File: src/rtl/core/rpth_pkg.sv
// Shared types and constants for the controller word to gamepad report block.
// Used by rpth_csr, rpth_update and retro_pad_to_hid_report.
`default_nettype none

package rpth_pkg;

   // pad type carried with each item
   localparam logic [1:0] OP_GAME_PAD  = 2'd0;
   localparam logic [1:0] OP_POWER_PAD = 2'd1;
   localparam logic [1:0] OP_LIGHT_GUN = 2'd2;
   localparam logic [1:0] OP_UNUSED    = 2'd3;

   // configuration register indexes
   localparam int unsigned CSR_INDEX_W = 3;
   localparam logic [CSR_INDEX_W-1:0] CSR_SELECT_AS_BUTTON  = 3'd0;
   localparam logic [CSR_INDEX_W-1:0] CSR_PP_COMPACT        = 3'd1;
   localparam logic [CSR_INDEX_W-1:0] CSR_B_BUTTON_NUMBER   = 3'd2;
   localparam logic [CSR_INDEX_W-1:0] CSR_LIGHT_PERIOD_MS   = 3'd3;
   localparam logic [CSR_INDEX_W-1:0] CSR_TRIGGER_PERIOD_MS = 3'd4;
   localparam int unsigned CSR_DATA_W = 16;

   // hat codes
   localparam logic [3:0] HAT_CENTER = 4'd0;
   localparam logic [3:0] HAT_N      = 4'd1;
   localparam logic [3:0] HAT_NE     = 4'd2;
   localparam logic [3:0] HAT_E      = 4'd3;
   localparam logic [3:0] HAT_SE     = 4'd4;
   localparam logic [3:0] HAT_S      = 4'd5;
   localparam logic [3:0] HAT_SW     = 4'd6;
   localparam logic [3:0] HAT_W      = 4'd7;
   localparam logic [3:0] HAT_NW     = 4'd8;

   // fixed button numbers
   localparam logic [3:0] BTN_A      = 4'd1;
   localparam logic [3:0] BTN_SELECT = 4'd5;

   localparam int unsigned PP_KEYS = 12;
   // power pad key n (on word bit 11-n) to button number
   localparam logic [3:0] PP_MAP [PP_KEYS] = '{
      4'd1, 4'd0, 4'd4, 4'd8, 4'd5, 4'd9, 4'd10, 4'd6, 4'd3, 4'd2, 4'd11, 4'd7
   };
   // button number modulo 6, for the compressed scheme
   localparam logic [2:0] PP_GROUP [PP_KEYS] = '{
      3'd1, 3'd0, 3'd4, 3'd2, 3'd5, 3'd3, 3'd4, 3'd0, 3'd3, 3'd2, 3'd5, 3'd1
   };
   // button number above 5 means start, otherwise select
   localparam logic PP_START [PP_KEYS] = '{
      1'b0, 1'b0, 1'b0, 1'b1, 1'b0, 1'b1, 1'b1, 1'b1, 1'b0, 1'b0, 1'b1, 1'b1
   };

   localparam logic [15:0] PREV_WORD_RESET = 16'hFFFF;

   typedef struct packed {
      logic        select_as_button;
      logic        pp_compact;
      logic [3:0]  b_button_number;
      logic [15:0] light_period_ms;
      logic [15:0] trigger_period_ms;
   } cfg_type;

   typedef struct packed {
      logic [1:0]  op;
      logic [15:0] pad_data;
      logic [31:0] now_ms;
   } item_type;

   typedef struct packed {
      logic [15:0] previous_word;
      logic [15:0] held_buttons;
      logic        start_state;
      logic        select_state;
      logic [3:0]  hat_state;
      logic        trigger_auto_released;
      logic [31:0] trigger_stamp;
      logic [31:0] light_stamp;
   } state_type;

   typedef struct packed {
      logic        report_sent;
      logic [3:0]  hat_code;
      logic        select_pressed;
      logic        start_pressed;
      logic [15:0] button_mask;
   } result_type;

endpackage

`default_nettype wire

File: src/rtl/core/rpth_csr.sv
// Configuration registers of the gamepad report block.
// Depends on rpth_pkg for register indexes and the cfg_type struct.
`default_nettype none

module rpth_csr (
   input  wire logic                               clock,
   input  wire logic                               reset,
   input  wire logic                               csr_write,
   input  wire logic [rpth_pkg::CSR_INDEX_W-1:0]   csr_index,
   input  wire logic [rpth_pkg::CSR_DATA_W-1:0]    csr_wdata,
   output rpth_pkg::cfg_type                       cfg
);

   rpth_pkg::cfg_type cfg_ff;
   rpth_pkg::cfg_type cfg_in;

   always_comb begin
      cfg_in = cfg_ff;
      if (csr_write) begin
         unique case (csr_index)
            rpth_pkg::CSR_SELECT_AS_BUTTON:  cfg_in.select_as_button  = csr_wdata[0];
            rpth_pkg::CSR_PP_COMPACT:        cfg_in.pp_compact        = csr_wdata[0];
            rpth_pkg::CSR_B_BUTTON_NUMBER:   cfg_in.b_button_number   = csr_wdata[3:0];
            rpth_pkg::CSR_LIGHT_PERIOD_MS:   cfg_in.light_period_ms   = csr_wdata;
            rpth_pkg::CSR_TRIGGER_PERIOD_MS: cfg_in.trigger_period_ms = csr_wdata;
            default: ;
         endcase
      end
   end

   always_ff @(posedge clock) begin
      if (reset) begin
         cfg_ff.select_as_button  <= 1'b0;
         cfg_ff.pp_compact        <= 1'b0;
         cfg_ff.b_button_number   <= 4'd2;
         cfg_ff.light_period_ms   <= 16'd100;
         cfg_ff.trigger_period_ms <= 16'd100;
      end else begin
         cfg_ff <= cfg_in;
      end
   end

   assign cfg = cfg_ff;

endmodule

`default_nettype wire

File: src/rtl/core/rpth_update.sv
// Next-state logic: applies one controller word to the report state.
// Purely combinational; depends on rpth_pkg for types, tables and codes.
`default_nettype none

module rpth_update (
   input  wire rpth_pkg::cfg_type   cfg,
   input  wire rpth_pkg::state_type state,
   input  wire rpth_pkg::item_type  item,
   output rpth_pkg::state_type      state_next,
   output rpth_pkg::result_type     result
);

   function automatic logic [3:0] hat_of(input logic [3:0] dir);
      logic [3:0] code;
      begin
         unique case (dir)
            4'h7:    code = rpth_pkg::HAT_N;
            4'h6:    code = rpth_pkg::HAT_NE;
            4'hE:    code = rpth_pkg::HAT_E;
            4'hA:    code = rpth_pkg::HAT_SE;
            4'hB:    code = rpth_pkg::HAT_S;
            4'h9:    code = rpth_pkg::HAT_SW;
            4'hD:    code = rpth_pkg::HAT_W;
            4'h5:    code = rpth_pkg::HAT_NW;
            default: code = rpth_pkg::HAT_CENTER;
         endcase
         return code;
      end
   endfunction

   logic [15:0] d;
   logic [15:0] p;
   logic [15:0] press;
   logic [15:0] release_e;
   logic        sent;
   logic        found;
   logic [2:0]  grp;
   logic [31:0] light_age;
   logic [31:0] trig_age;
   logic        light_late;
   logic        trig_late;
   rpth_pkg::state_type s;

   assign d         = item.pad_data;
   assign p         = state.previous_word;
   assign press     = ~d & p;
   assign release_e = d & ~p;
   assign light_age = item.now_ms - state.light_stamp;
   assign trig_age  = item.now_ms - state.trigger_stamp;
   assign light_late = light_age > {16'd0, cfg.light_period_ms};
   assign trig_late  = trig_age > {16'd0, cfg.trigger_period_ms};

   always_comb begin
      s     = state;
      sent  = 1'b0;
      found = 1'b0;
      grp   = 3'd0;
      unique case (item.op)
         rpth_pkg::OP_GAME_PAD: begin
            if (d[7:0] != p[7:0]) begin
               sent = 1'b1;
               // A, B, select, start in that order
               if (press[7])     s.held_buttons[rpth_pkg::BTN_A] = 1'b1;
               if (release_e[7]) s.held_buttons[rpth_pkg::BTN_A] = 1'b0;
               if (press[6])     s.held_buttons[cfg.b_button_number] = 1'b1;
               if (release_e[6]) s.held_buttons[cfg.b_button_number] = 1'b0;
               if (press[5] || release_e[5]) begin
                  if (cfg.select_as_button)
                     s.held_buttons[rpth_pkg::BTN_SELECT] = press[5];
                  else
                     s.select_state = press[5];
               end
               if (press[4] || release_e[4]) s.start_state = press[4];
               if (d[3:0] != p[3:0]) s.hat_state = hat_of(d[3:0]);
            end
         end
         rpth_pkg::OP_POWER_PAD: begin
            if (cfg.pp_compact) begin
               sent = 1'b1;
               for (int n = 0; n < rpth_pkg::PP_KEYS; n++) begin
                  if (!found && press[rpth_pkg::PP_KEYS-1-n]) begin
                     found = 1'b1;
                     grp   = rpth_pkg::PP_GROUP[n];
                     if (grp <= 3'd3) begin
                        s.hat_state = 4'd1 + {1'b0, grp[1:0], 1'b0};
                        s.held_buttons[rpth_pkg::BTN_A] = 1'b0;
                        s.held_buttons[cfg.b_button_number] = 1'b0;
                     end else if (grp == 3'd4) begin
                        s.held_buttons[rpth_pkg::BTN_A] = 1'b1;
                        s.hat_state = rpth_pkg::HAT_CENTER;
                        s.held_buttons[cfg.b_button_number] = 1'b0;
                     end else begin
                        s.held_buttons[cfg.b_button_number] = 1'b1;
                        s.held_buttons[rpth_pkg::BTN_A] = 1'b0;
                        s.hat_state = rpth_pkg::HAT_CENTER;
                     end
                     s.start_state = rpth_pkg::PP_START[n];
                     if (cfg.select_as_button)
                        s.held_buttons[rpth_pkg::BTN_SELECT] = !rpth_pkg::PP_START[n];
                     else
                        s.select_state = !rpth_pkg::PP_START[n];
                  end
               end
            end else if (d != p) begin
               sent = 1'b1;
               // map is a permutation, so every key drives its own button
               for (int n = 0; n < rpth_pkg::PP_KEYS; n++) begin
                  if (press[rpth_pkg::PP_KEYS-1-n])
                     s.held_buttons[rpth_pkg::PP_MAP[n]] = 1'b1;
                  if (release_e[rpth_pkg::PP_KEYS-1-n])
                     s.held_buttons[rpth_pkg::PP_MAP[n]] = 1'b0;
               end
            end
         end
         rpth_pkg::OP_LIGHT_GUN: begin
            sent = d != p;
            if (d[0] && !p[0]) begin
               s.light_stamp = item.now_ms;
               s.held_buttons[rpth_pkg::BTN_A] = 1'b0;
            end else if (!d[0] && p[0] && light_late) begin
               s.held_buttons[rpth_pkg::BTN_A] = 1'b1;
            end
            if (d[1] && !p[1]) begin
               s.trigger_auto_released = 1'b0;
               s.trigger_stamp = item.now_ms;
               s.held_buttons[cfg.b_button_number] = 1'b1;
            end else if (d[1] && p[1] && !state.trigger_auto_released && trig_late) begin
               s.trigger_auto_released = 1'b1;
               s.held_buttons[cfg.b_button_number] = 1'b0;
            end else if (!d[1] && p[1] && trig_late) begin
               s.trigger_auto_released = 1'b0;
               s.held_buttons[cfg.b_button_number] = 1'b0;
            end
         end
         default: ;
      endcase
      s.previous_word = d;
   end

   assign state_next = s;

   always_comb begin
      result.button_mask    = s.held_buttons;
      result.start_pressed  = s.start_state;
      result.select_pressed = s.select_state;
      result.hat_code       = s.hat_state;
      result.report_sent    = sent;
   end

endmodule

`default_nettype wire

File: src/rtl/core/retro_pad_to_hid_report.sv
// Controller word to gamepad report state, top level.
// Instantiates rpth_csr and rpth_update; depends on rpth_pkg.
//
// Usage:
//   req channel: one sampled controller word per item. tuser carries the pad
//   type (game pad, power pad, light gun); tdata carries pad_data and now_ms.
//   rsp channel: exactly one result per item, in order: the current button
//   mask, start, select, hat code and a flag telling whether this item sends
//   a report.
//   csr port: a write is taken on any cycle with csr_write high; writes go
//   directly to the registers and should be made while the block is idle.
// Timing:
//   An item is held in an input register and the update logic runs between
//   that register and the result register, so the result is registered
//   before it is presented on rsp.
//   Throughput is one item per cycle while rsp_tready is high: the state
//   update is a single pass of edge logic and a 12-key priority pick.
// Reset: synchronous; clears both stages, the previous word to all ones,
//   all button, hat and timer state, and the registers to their defaults.
// Stall: while rsp_tready is low the result holds; one more item waits in
//   the input register, after which req_tready drops.
`default_nettype none

module retro_pad_to_hid_report (
   input  wire logic        clock,
   input  wire logic        reset,
   input  wire logic        req_tvalid,
   output      logic        req_tready,
   input  wire logic [47:0] req_tdata,   // pad_data[15:0], now_ms[47:16]
   input  wire logic [1:0]  req_tuser,   // op[1:0]
   output      logic        rsp_tvalid,
   input  wire logic        rsp_tready,
   // button_mask[15:0], start_pressed[16], select_pressed[17], hat_code[21:18],
   // report_sent[22], zero[23]
   output      logic [23:0] rsp_tdata,
   input  wire logic        csr_write,
   input  wire logic [rpth_pkg::CSR_INDEX_W-1:0] csr_index,
   input  wire logic [rpth_pkg::CSR_DATA_W-1:0]  csr_wdata
);

   rpth_pkg::cfg_type    cfg;
   rpth_pkg::state_type  state_ff;
   rpth_pkg::state_type  state_in;
   rpth_pkg::item_type   item_ff;
   rpth_pkg::result_type rsp_ff;
   rpth_pkg::result_type rsp_in;
   logic                 s1_valid_ff;
   logic                 rsp_valid_ff;
   logic                 s1_go;
   logic                 req_take;

   rpth_csr u_csr (
      .clock     (clock),
      .reset     (reset),
      .csr_write (csr_write),
      .csr_index (csr_index),
      .csr_wdata (csr_wdata),
      .cfg       (cfg)
   );

   rpth_update u_update (
      .cfg        (cfg),
      .state      (state_ff),
      .item       (item_ff),
      .state_next (state_in),
      .result     (rsp_in)
   );

   assign s1_go      = s1_valid_ff && (!rsp_valid_ff || rsp_tready);
   assign req_tready = !s1_valid_ff || s1_go;
   assign req_take   = req_tvalid && req_tready;

   always_ff @(posedge clock) begin
      if (reset) begin
         s1_valid_ff  <= 1'b0;
         rsp_valid_ff <= 1'b0;
         state_ff.previous_word         <= rpth_pkg::PREV_WORD_RESET;
         state_ff.held_buttons          <= 16'd0;
         state_ff.start_state           <= 1'b0;
         state_ff.select_state          <= 1'b0;
         state_ff.hat_state             <= rpth_pkg::HAT_CENTER;
         state_ff.trigger_auto_released <= 1'b0;
         state_ff.trigger_stamp         <= 32'd0;
         state_ff.light_stamp           <= 32'd0;
      end else begin
         if (req_take)
            s1_valid_ff <= 1'b1;
         else if (s1_go)
            s1_valid_ff <= 1'b0;
         if (s1_go) begin
            rsp_valid_ff <= 1'b1;
            state_ff     <= state_in;
         end else if (rsp_tready) begin
            rsp_valid_ff <= 1'b0;
         end
      end
   end

   always_ff @(posedge clock) begin
      if (req_take) begin
         item_ff.op       <= req_tuser;
         item_ff.pad_data <= req_tdata[15:0];
         item_ff.now_ms   <= req_tdata[47:16];
      end
      if (s1_go)
         rsp_ff <= rsp_in;
   end

   assign rsp_tvalid = rsp_valid_ff;
   assign rsp_tdata  = {1'b0, rsp_ff};

   a_hat_range: assert property (@(posedge clock) disable iff (reset)
      state_ff.hat_state <= rpth_pkg::HAT_NW)
      else $error("hat state out of range");

   a_prev_reset: assert property (@(posedge clock)
      reset |=> state_ff.previous_word == rpth_pkg::PREV_WORD_RESET)
      else $error("previous word not restored by reset");

   a_state_hold: assert property (@(posedge clock) disable iff (reset)
      !s1_go |=> $stable(state_ff))
      else $error("state changed without an item");

   a_unused_no_report: assert property (@(posedge clock) disable iff (reset)
      (s1_go && item_ff.op == rpth_pkg::OP_UNUSED) |=> !rsp_ff.report_sent)
      else $error("unused pad type sent a report");

   a_full_stall: assert property (@(posedge clock) disable iff (reset)
      !req_tready |-> (s1_valid_ff && rsp_valid_ff && !rsp_tready))
      else $error("input stalled with room available");

endmodule

`default_nettype wire
File: config.mk
export PLATFORM = sky130hd
export DESIGN_NAME = retro_pad_to_hid_report
export DESIGN_NICKNAME = d
export VERILOG_FILES = /design/src/rtl/core/rpth_pkg.sv /design/src/rtl/core/rpth_csr.sv /design/src/rtl/core/rpth_update.sv /design/src/rtl/core/retro_pad_to_hid_report.sv
export SDC_FILE = /design/constraint.sdc
export NUM_CORES = 1
export LEC_CHECK = 0
export BUFFER_PORTS_ARGS = -buffer_cell sky130_fd_sc_hd__buf_2
export CORE_MARGIN = 5
export CORE_UTILIZATION = 59
export DETAILED_ROUTE_END_ITERATION = 8
export PLACE_DENSITY = 0.83
export SLEW_MARGIN = 25
export SYNTH_ARGS = -nofsm -noshare
export SYNTH_HDL_FRONTEND = slang
export SYNTH_SLANG_ARGS = --single-unit
File: constraint.sdc
create_clock -name clock -period 5.31 [get_ports clock]
set_input_delay 0.531 -clock clock [delete_from_list [all_inputs] [get_ports clock]]
set_output_delay 0.531 -clock clock [all_outputs]
set_load 0.02 [all_outputs]
==> impl_metrics.json, run 1 <==
{
  "synth-seq-cells": 220,
  "wl_met2_mm": 20.12,
  "irDropWorstVdd_uv": 249.9,
  "status": "complete, no violations",
  "synthesis.area_mm2": 0.01499,
  "numCtsBuffers": 24,
  "ys_top_cells_by_count": "nand2_1, a21oi_1, nor2_1",
  "worstPathRequired_ns": 5.69,
  "routed_via_density": 6.262,
  "top_layer": "met4",
  "yosysTopAreaCell": "dfxtp_1",
  "slew_violations": 0,
  "multi_input_area_mm2": 0.008976,
  "layout-drive-gt1-share_pct": 10.28,
  "die_area_mm2": 0.02870,
  "placeableCoreArea_mm2": 0.02511,
  "place_inst": 2295,
  "seq_area_mm2": 0.005135,
  "fin_crit_ns": 5.080,
  "design_area_mm2": 0.01666,
  "die_x_um": 169.4,
  "place_ws_ns": -0.007300,
  "synth_area_per_cell_um2": 7.716,
  "finalPower_w": 0.004430,
  "clock_latency_ns": 0.53,
  "period_share_pct": 95.68,
  "nNetsFinal": 2194,
  "finalSetupViolCount": 0,
  "ys.flop_type": "dfxtp_1",
  "ys_seq_area_share_pct": 34.25,
  "synth_edf_count": 73,
  "tritoncts": "built",
  "first_iter_violations": 1635,
  "crit_fanout": 3,
  "fin_cells": 2344,
  "num_rows": 58,
  "drv_cap": 0,
  "cts.clk_slew.worst_paths_ns": 0.06,
  "ios": 100,
  "startpoint_type": "flip-flop",
  "routed_wl_mm": 43.81,
  "yosys.cell_count.top_type": "nand2_1",
  "yosys.area.top_type_share_pct": 19.63,
  "htree_num_levels": 1,
  "yosys_warnings": 0,
  "grt_max_degree": 88,
  "syn_nets": 2141,
  "num_vias": 14680,
  "holdCritPathClass": "in -> reg",
  "grt_pass1_vias": 13680,
  "area_growth_pct": 11.12,
  "n_antenna_cell": 0,
  "dr.pass1.iters": 6,
  "clk_path_buf_depth": 3,
  "final.setup_skew_ns": 0.01892,
  "io_buffers": 98,
  "drtAntennaViolNets": 0,
  "fillers": 2209,
  "cp.arrival_ns": 5.46,
  "gp_congestion": 0.9993,
  "cts-root-buf": "clkbuf_16",
  "end_kind": "flip-flop",
  "synthArstFlopShare_pct": 0,
  "initial_core_util_pct": 59.71,
  "netlist_top_cells_area": "dfxtp_1, edfxtp_1, ha_1",
  "routedWlPerCell_um": 18.69,
  "ctsHoldBuffers": 0,
  "slew_headroom_pct": 30.29,
  "dpl_cell_area_mm2": 0.01570,
  "power.density_mw_per_mm2": 265.9,
  "synth.distinct_cells": 81,
  "critPathKind": "reg -> reg",
  "reg2reg_slack_ns": 0.23,
  "dp_hpwl_mm": 31.69,
  "netlist_instances": 1943,
  "p_leak_nw": 6.349,
  "die_height_um": 169.4,
  "grt.total_usage_pct": 29.61,
  "worst_pin_slew_ns": 1.046,
  "grt_pass1_wl_mm": 70.73,
  "met3WireLength_mm": 3.399,
  "fin_ws_ns": 0.2296,
  "met1_length_mm": 18.60,
  "antenna_found_initial": 0,
  "grt.overflow.total": 0,
  "hold_violations": 0,
  "max_clock_freq_ghz": 0.1968,
  "numClockSinks": 220,
  "drc_errors": 0
}
-- through the flow --
stage | setup TNS (ns) | hold slack (ns) | utilization [%]
global route | -0.02337 | 0.1491 | 66.35
finish | 0 | 0.1687 | 66.35
global placement | 0 | 0.4419 | 62.54
CTS | 0 | 0.1582 | 65.85
floorplan | 0 | 0.4363 | -
detailed placement | -0.007300 | 0.4465 | 62.54
-- final cells by class --
cell class	instances	area share [%]
Timing Repair Buffer	130	4.604
Multi-Input combinational cell	1474	53.88
Tap cell	330	2.478
Clock inverter	9	0.6384
Clock buffer	35	4.288
Sequential cell	220	30.82
Inverter	146	3.290
-- path summary, 6_finish.rpt --
| check | from | endpoint | cells after the start |
|---|---|---|---|
| worst min-delay path | req_tdata[30] | item_ff[14] | 1 |
| worst min register to register | state_ff[57] | state_ff[57] | 2 |
| worst max register to register | item_ff[0] | state_ff[72] | 24 |
| worst max-delay path | item_ff[0] | state_ff[72] | 24 |
-- critical path: stages (launching register included) --
cell      delay, ns
edfxtp_1       0.42
inv_1          0.11
ha_1           0.17
inv_1          0.06
fa_2           0.37
a211oi_2       0.28
o21bai_1       0.12
a21oi_2        0.18
o21bai_1       0.10
a21oi_2        0.18
o21bai_1       0.08
a21oi_1        0.18
xnor2_1        0.14
ha_1           0.25
nand2_1        0.10
o21ai_0        0.11
a221oi_1       0.34
o211ai_1       0.14
a21oi_1        0.17
nand4_1        0.11
or4_1          0.47
or4_4          0.46
nor4_4         0.17
a211o_1        0.16
a31oi_1        0.04
-- sequential cells by signal, indices dropped and copies added (netlist names), named ones only --
name and cells:
u_csr.cfg 38, state_ff 103, rsp_tdata 23, s1_valid_ff 1, rsp_tvalid 1, item_ff 50
-- where the power goes --
part,internal (W),total [W],switching (W)
Sequential,0.00181,0.00187,0.0000626
Combinational,0.000314,0.000825,0.000511
Clock,0.00103,0.00173,0.000698
Total,0.00316,0.00443,0.00127
-- cell usage in the layout (no fill, tap or decap), types with 30 or more instances in the layout --
master,n
edfxtp_1,73
ha_1,122
nor2_1,166
nand2_1,323
nand3_1,49
o21ai_0,83
a211o_1,30
a21oi_1,260
dfxtp_1,147
buf_4,30
buf_2,97
nor3_1,35
inv_1,144
-- cell families after synthesis --
family / share of synthesized area [%]
AO/OA/AOI/OAI: 24.21
XOR/XNOR: 2.921
adder cells (fa/ha/maj): 10.45
buffers and inverters: 6.392
flip-flops: 34.25
multiplexers: 0.8262
other: 0.02501
AND/OR/NAND/NOR: 20.93
-- layer usage --
layer	track usage, %	vias up
met4	10.89	0
met2	48.34	680
met1	40.42	6892
met5	0	-
li1	-	6987
met3	3.960	118
-- what timing repair did --
| item | in CTS | in global routing |
|---|---|---|
| buffers inserted | 0 | 4 |
| gates resized for setup | 2 | 17 |
| endpoints found under the setup margin | 4 | 33 |
| pin swaps | 0 | 10 |
| cloned | 0 | 1 |
Power figures use the tool's default switching activity.
==> run 2, diff against run 1 <==
==> constraint.sdc (replaced) <==
create_clock -name clock -period 5.31 [get_ports clock]
set_input_delay 0.2655 -clock clock [delete_from_list [all_inputs] [get_ports clock]]
set_output_delay 0.2655 -clock clock [all_outputs]
set_load 0.02 [all_outputs]
==> run 2 against run 1 <==
Critical path depth decreased by 3. Core utilization increased by 2.5 points. Maximum frequency decreased by 1.3%. Register-to-register slack got worse by 0.07 ns. Cell count increased by 2.7%. Setup slack got worse by 0.067 ns. Highest routed layer unchanged.
==> impl_metrics.json, run 2 (synthesis gave the netlist of run 1 again) <==
{
  "p_sw_w": 0.001281,
  "drtAntennaViolNets": 0,
  "max_clock_freq_ghz": 0.1943,
  "top_register": "state_ff",
  "gp_congestion": 1.023,
  "routedWlPerCell_um": 18.67,
  "r2r_cells": 21,
  "grt_pass1_wl_mm": 72.38,
  "r2r-start": "item_ff[3]",
  "status": "complete, no violations",
  "numClockSinks": 220,
  "fin_crit_ns": 5.147,
  "final_common_cell": "nand2_1",
  "crit_path_end": "state_ff[81]",
  "reg2reg_slack_ns": 0.16,
  "clk_path_buf_depth": 3,
  "p_int_w": 0.003140,
  "io_buffers": 98,
  "num_vias": 14890,
  "final.setup_skew_ns": 0.01418,
  "p_clk_share_pct": 37.7,
  "swShare_pct": 28.97,
  "startpoint_type": "flip-flop",
  "cts-root-buf": "clkbuf_16",
  "cp.arrival_ns": 5.59,
  "placeableCoreArea_mm2": 0.02511,
  "crit_fanout": 11,
  "die_x_um": 169.4,
  "fin_ws_ns": 0.1630,
  "hold_violations": 0,
  "grt_pass1_vias": 14240,
  "routed_wl_mm": 44.97,
  "dp_hpwl_mm": 31.76,
  "clock_latency_ns": 0.53,
  "cts.clk_slew.worst_paths_ns": 0.06,
  "layout-drive-gt1-share_pct": 10.30,
  "die_area_mm2": 0.02870,
  "grt.total_usage_pct": 30.32,
  "worst_path_max_delay_cell": "or4_4",
  "dr.pass1.iters": 6,
  "period_share_pct": 96.93,
  "combPwrFrac_pct": 19.9,
  "timing.rr.end": "state_ff[81]",
  "slowest_delay_ns": 0.53,
  "num_rows": 58,
  "initial_core_util_pct": 59.71,
  "finalPower_w": 0.004421,
  "p_leak_nw": 6.616,
  "drv_cap": 0,
  "routed_via_density": 6.183,
  "place_ws_ns": -0.07666,
  "worst_pin_slew_ns": 1.130,
  "critPathKind": "reg -> reg",
  "n_antenna_cell": 0,
  "slew_violations": 0,
  "fillers": 2055,
  "end_kind": "flip-flop",
  "slew_headroom_pct": 24.68,
  "layout_common_cells": "nand2_1, a21oi_1, nor2_1, dfxtp_1, inv_1",
  "worstPathRequired_ns": 5.76,
  "antenna_found_initial": 0,
  "first_iter_violations": 1582,
  "largest_reg_flops": 103,
  "power_frac_seq_pct": 42.4,
  "grt.overflow.total": 0,
  "die_height_um": 169.4,
  "finalSetupViolCount": 0,
  "htree_num_levels": 1,
  "design_area_mm2": 0.01729,
  "numCtsBuffers": 24,
  "tritoncts": "built",
  "dpl_cell_area_mm2": 0.01570,
  "area_growth_pct": 15.30,
  "cp_cell_sequence": "ha_1, nand2_1, a211oi_2, o21ai_0, o2111ai_2, xor2_1, ha_1, nand4_1, or4_4, nor2_4, nor3_1, nor4_2, nand2_1, nor4_2, nand4b_1, o32ai_4, buf_4, buf_6, buf_16, nand3_1, a31oi_1",
  "holdCritPathClass": "in -> reg",
  "irDropWorstVdd_uv": 244.2,
  "ios": 100,
  "power.density_mw_per_mm2": 255.7,
  "nNetsFinal": 2258,
  "cp-startpoint": "item_ff[3]",
  "drc_errors": 0,
  "grt_max_degree": 82
}
[run 2: cell count changes in the layout (fill, tap and decap cells not counted), sizes merged]
| cell | before | now |
|---|---|---|
| dlygate4sd3 | 0 | 61 |
| buf | 129 | 132 |
| inv | 147 | 146 |
| clkinv | 5 | 7 |
| bufinv | 2 | 1 |
[run 2: power groups by stage]
| stage | logic (W) | clock network (W) | registers [W] |
|---|---|---|---|
| after detailed placement | 0.000789 | 0 | 0.00191 |
| final | 0.000878 | 0.00167 | 0.00188 |
| after floorplan | 0.000566 | 0 | 0.00190 |
| after global placement | 0.000771 | 0 | 0.00191 |
| after global routing | 0.000961 | 0.00176 | 0.00188 |
| after CTS | 0.000840 | 0.00168 | 0.00187 |
[run 2: through the flow]
stage / hold WS (ns) / cells / TNS, ns / util [%]
4_1_cts: 0.0001991 / 2401 / 0 / 68.29
3_3_place_gp: 0.4414 / 2294 / 0 / 62.51
2_1_floorplan: 0.3644 / 1943 / 0 / -
3_5_place_dp: 0.4436 / 2294 / -0.4313 / 62.51
6_report: 0.01056 / 2408 / 0 / 68.85
5_1_grt: 0.01510 / 2408 / -0.7278 / 68.85
[run 2: what timing repair did]
| item | 4_1_cts | 5_1_grt |
|---|---|---|
| hold endpoints to repair | 67 | 0 |
| hold buffers | 61 | 0 |
| setup endpoints to repair | 24 | 33 |
| gates cloned | 1 | 1 |
| setup buffers | 1 | 6 |
| resized for setup | 5 | 19 |
| pin swaps | 4 | 16 |
[run 2: cell type report]
type | count | area [µm²] | area share (%)
clock inverter | 9 | 71.32 | 0.4125
tap | 330 | 412.9 | 2.388
inverter | 146 | 548.0 | 3.170
multi-input combinational | 1474 | 8984 | 51.97
timing repair buffer | 194 | 1424 | 8.236
clock buffer | 35 | 713.2 | 4.125
sequential | 220 | 5135 | 29.70
[run 2: metal layers]
| metal | track usage (%) | wire [µm] | up-vias | share of wire [%] |
|---|---|---|---|---|
| met3 | 4.868 | 3910 | 125 | 8.7 |
| met2 | 49.77 | 20440 | 736 | 45 |
| met4 | 10.82 | 1870 | 0 | 4.2 |
| met5 | 0 | 0 | - | 0 |
| li1 | - | - | 7101 | - |
| met1 | 40.77 | 18750 | 6927 | 42 |
[run 2: critical path: cells and delay by family (launching register included)]
kind	cells	cell delay, ns
AND/OR/NAND/NOR	10	1.93
AO/OA/AOI/OAI	5	1.47
adder cells (fa/ha/maj)	2	0.67
flip-flops	1	0.45
buffers and inverters	3	0.43
XOR/XNOR	1	0.11
[run 2: worst min path at each step]
stage,startpoint,end,cells past startpoint
after floorplan,req_tdata[16],item_ff[0],0
after global placement,req_tdata[36],item_ff[20],1
after detailed placement,req_tdata[36],item_ff[20],1
after CTS,csr_wdata[3],u_csr.cfg[3],3
after global routing,csr_wdata[14],u_csr.cfg[14],3
final,csr_wdata[3],u_csr.cfg[3],3
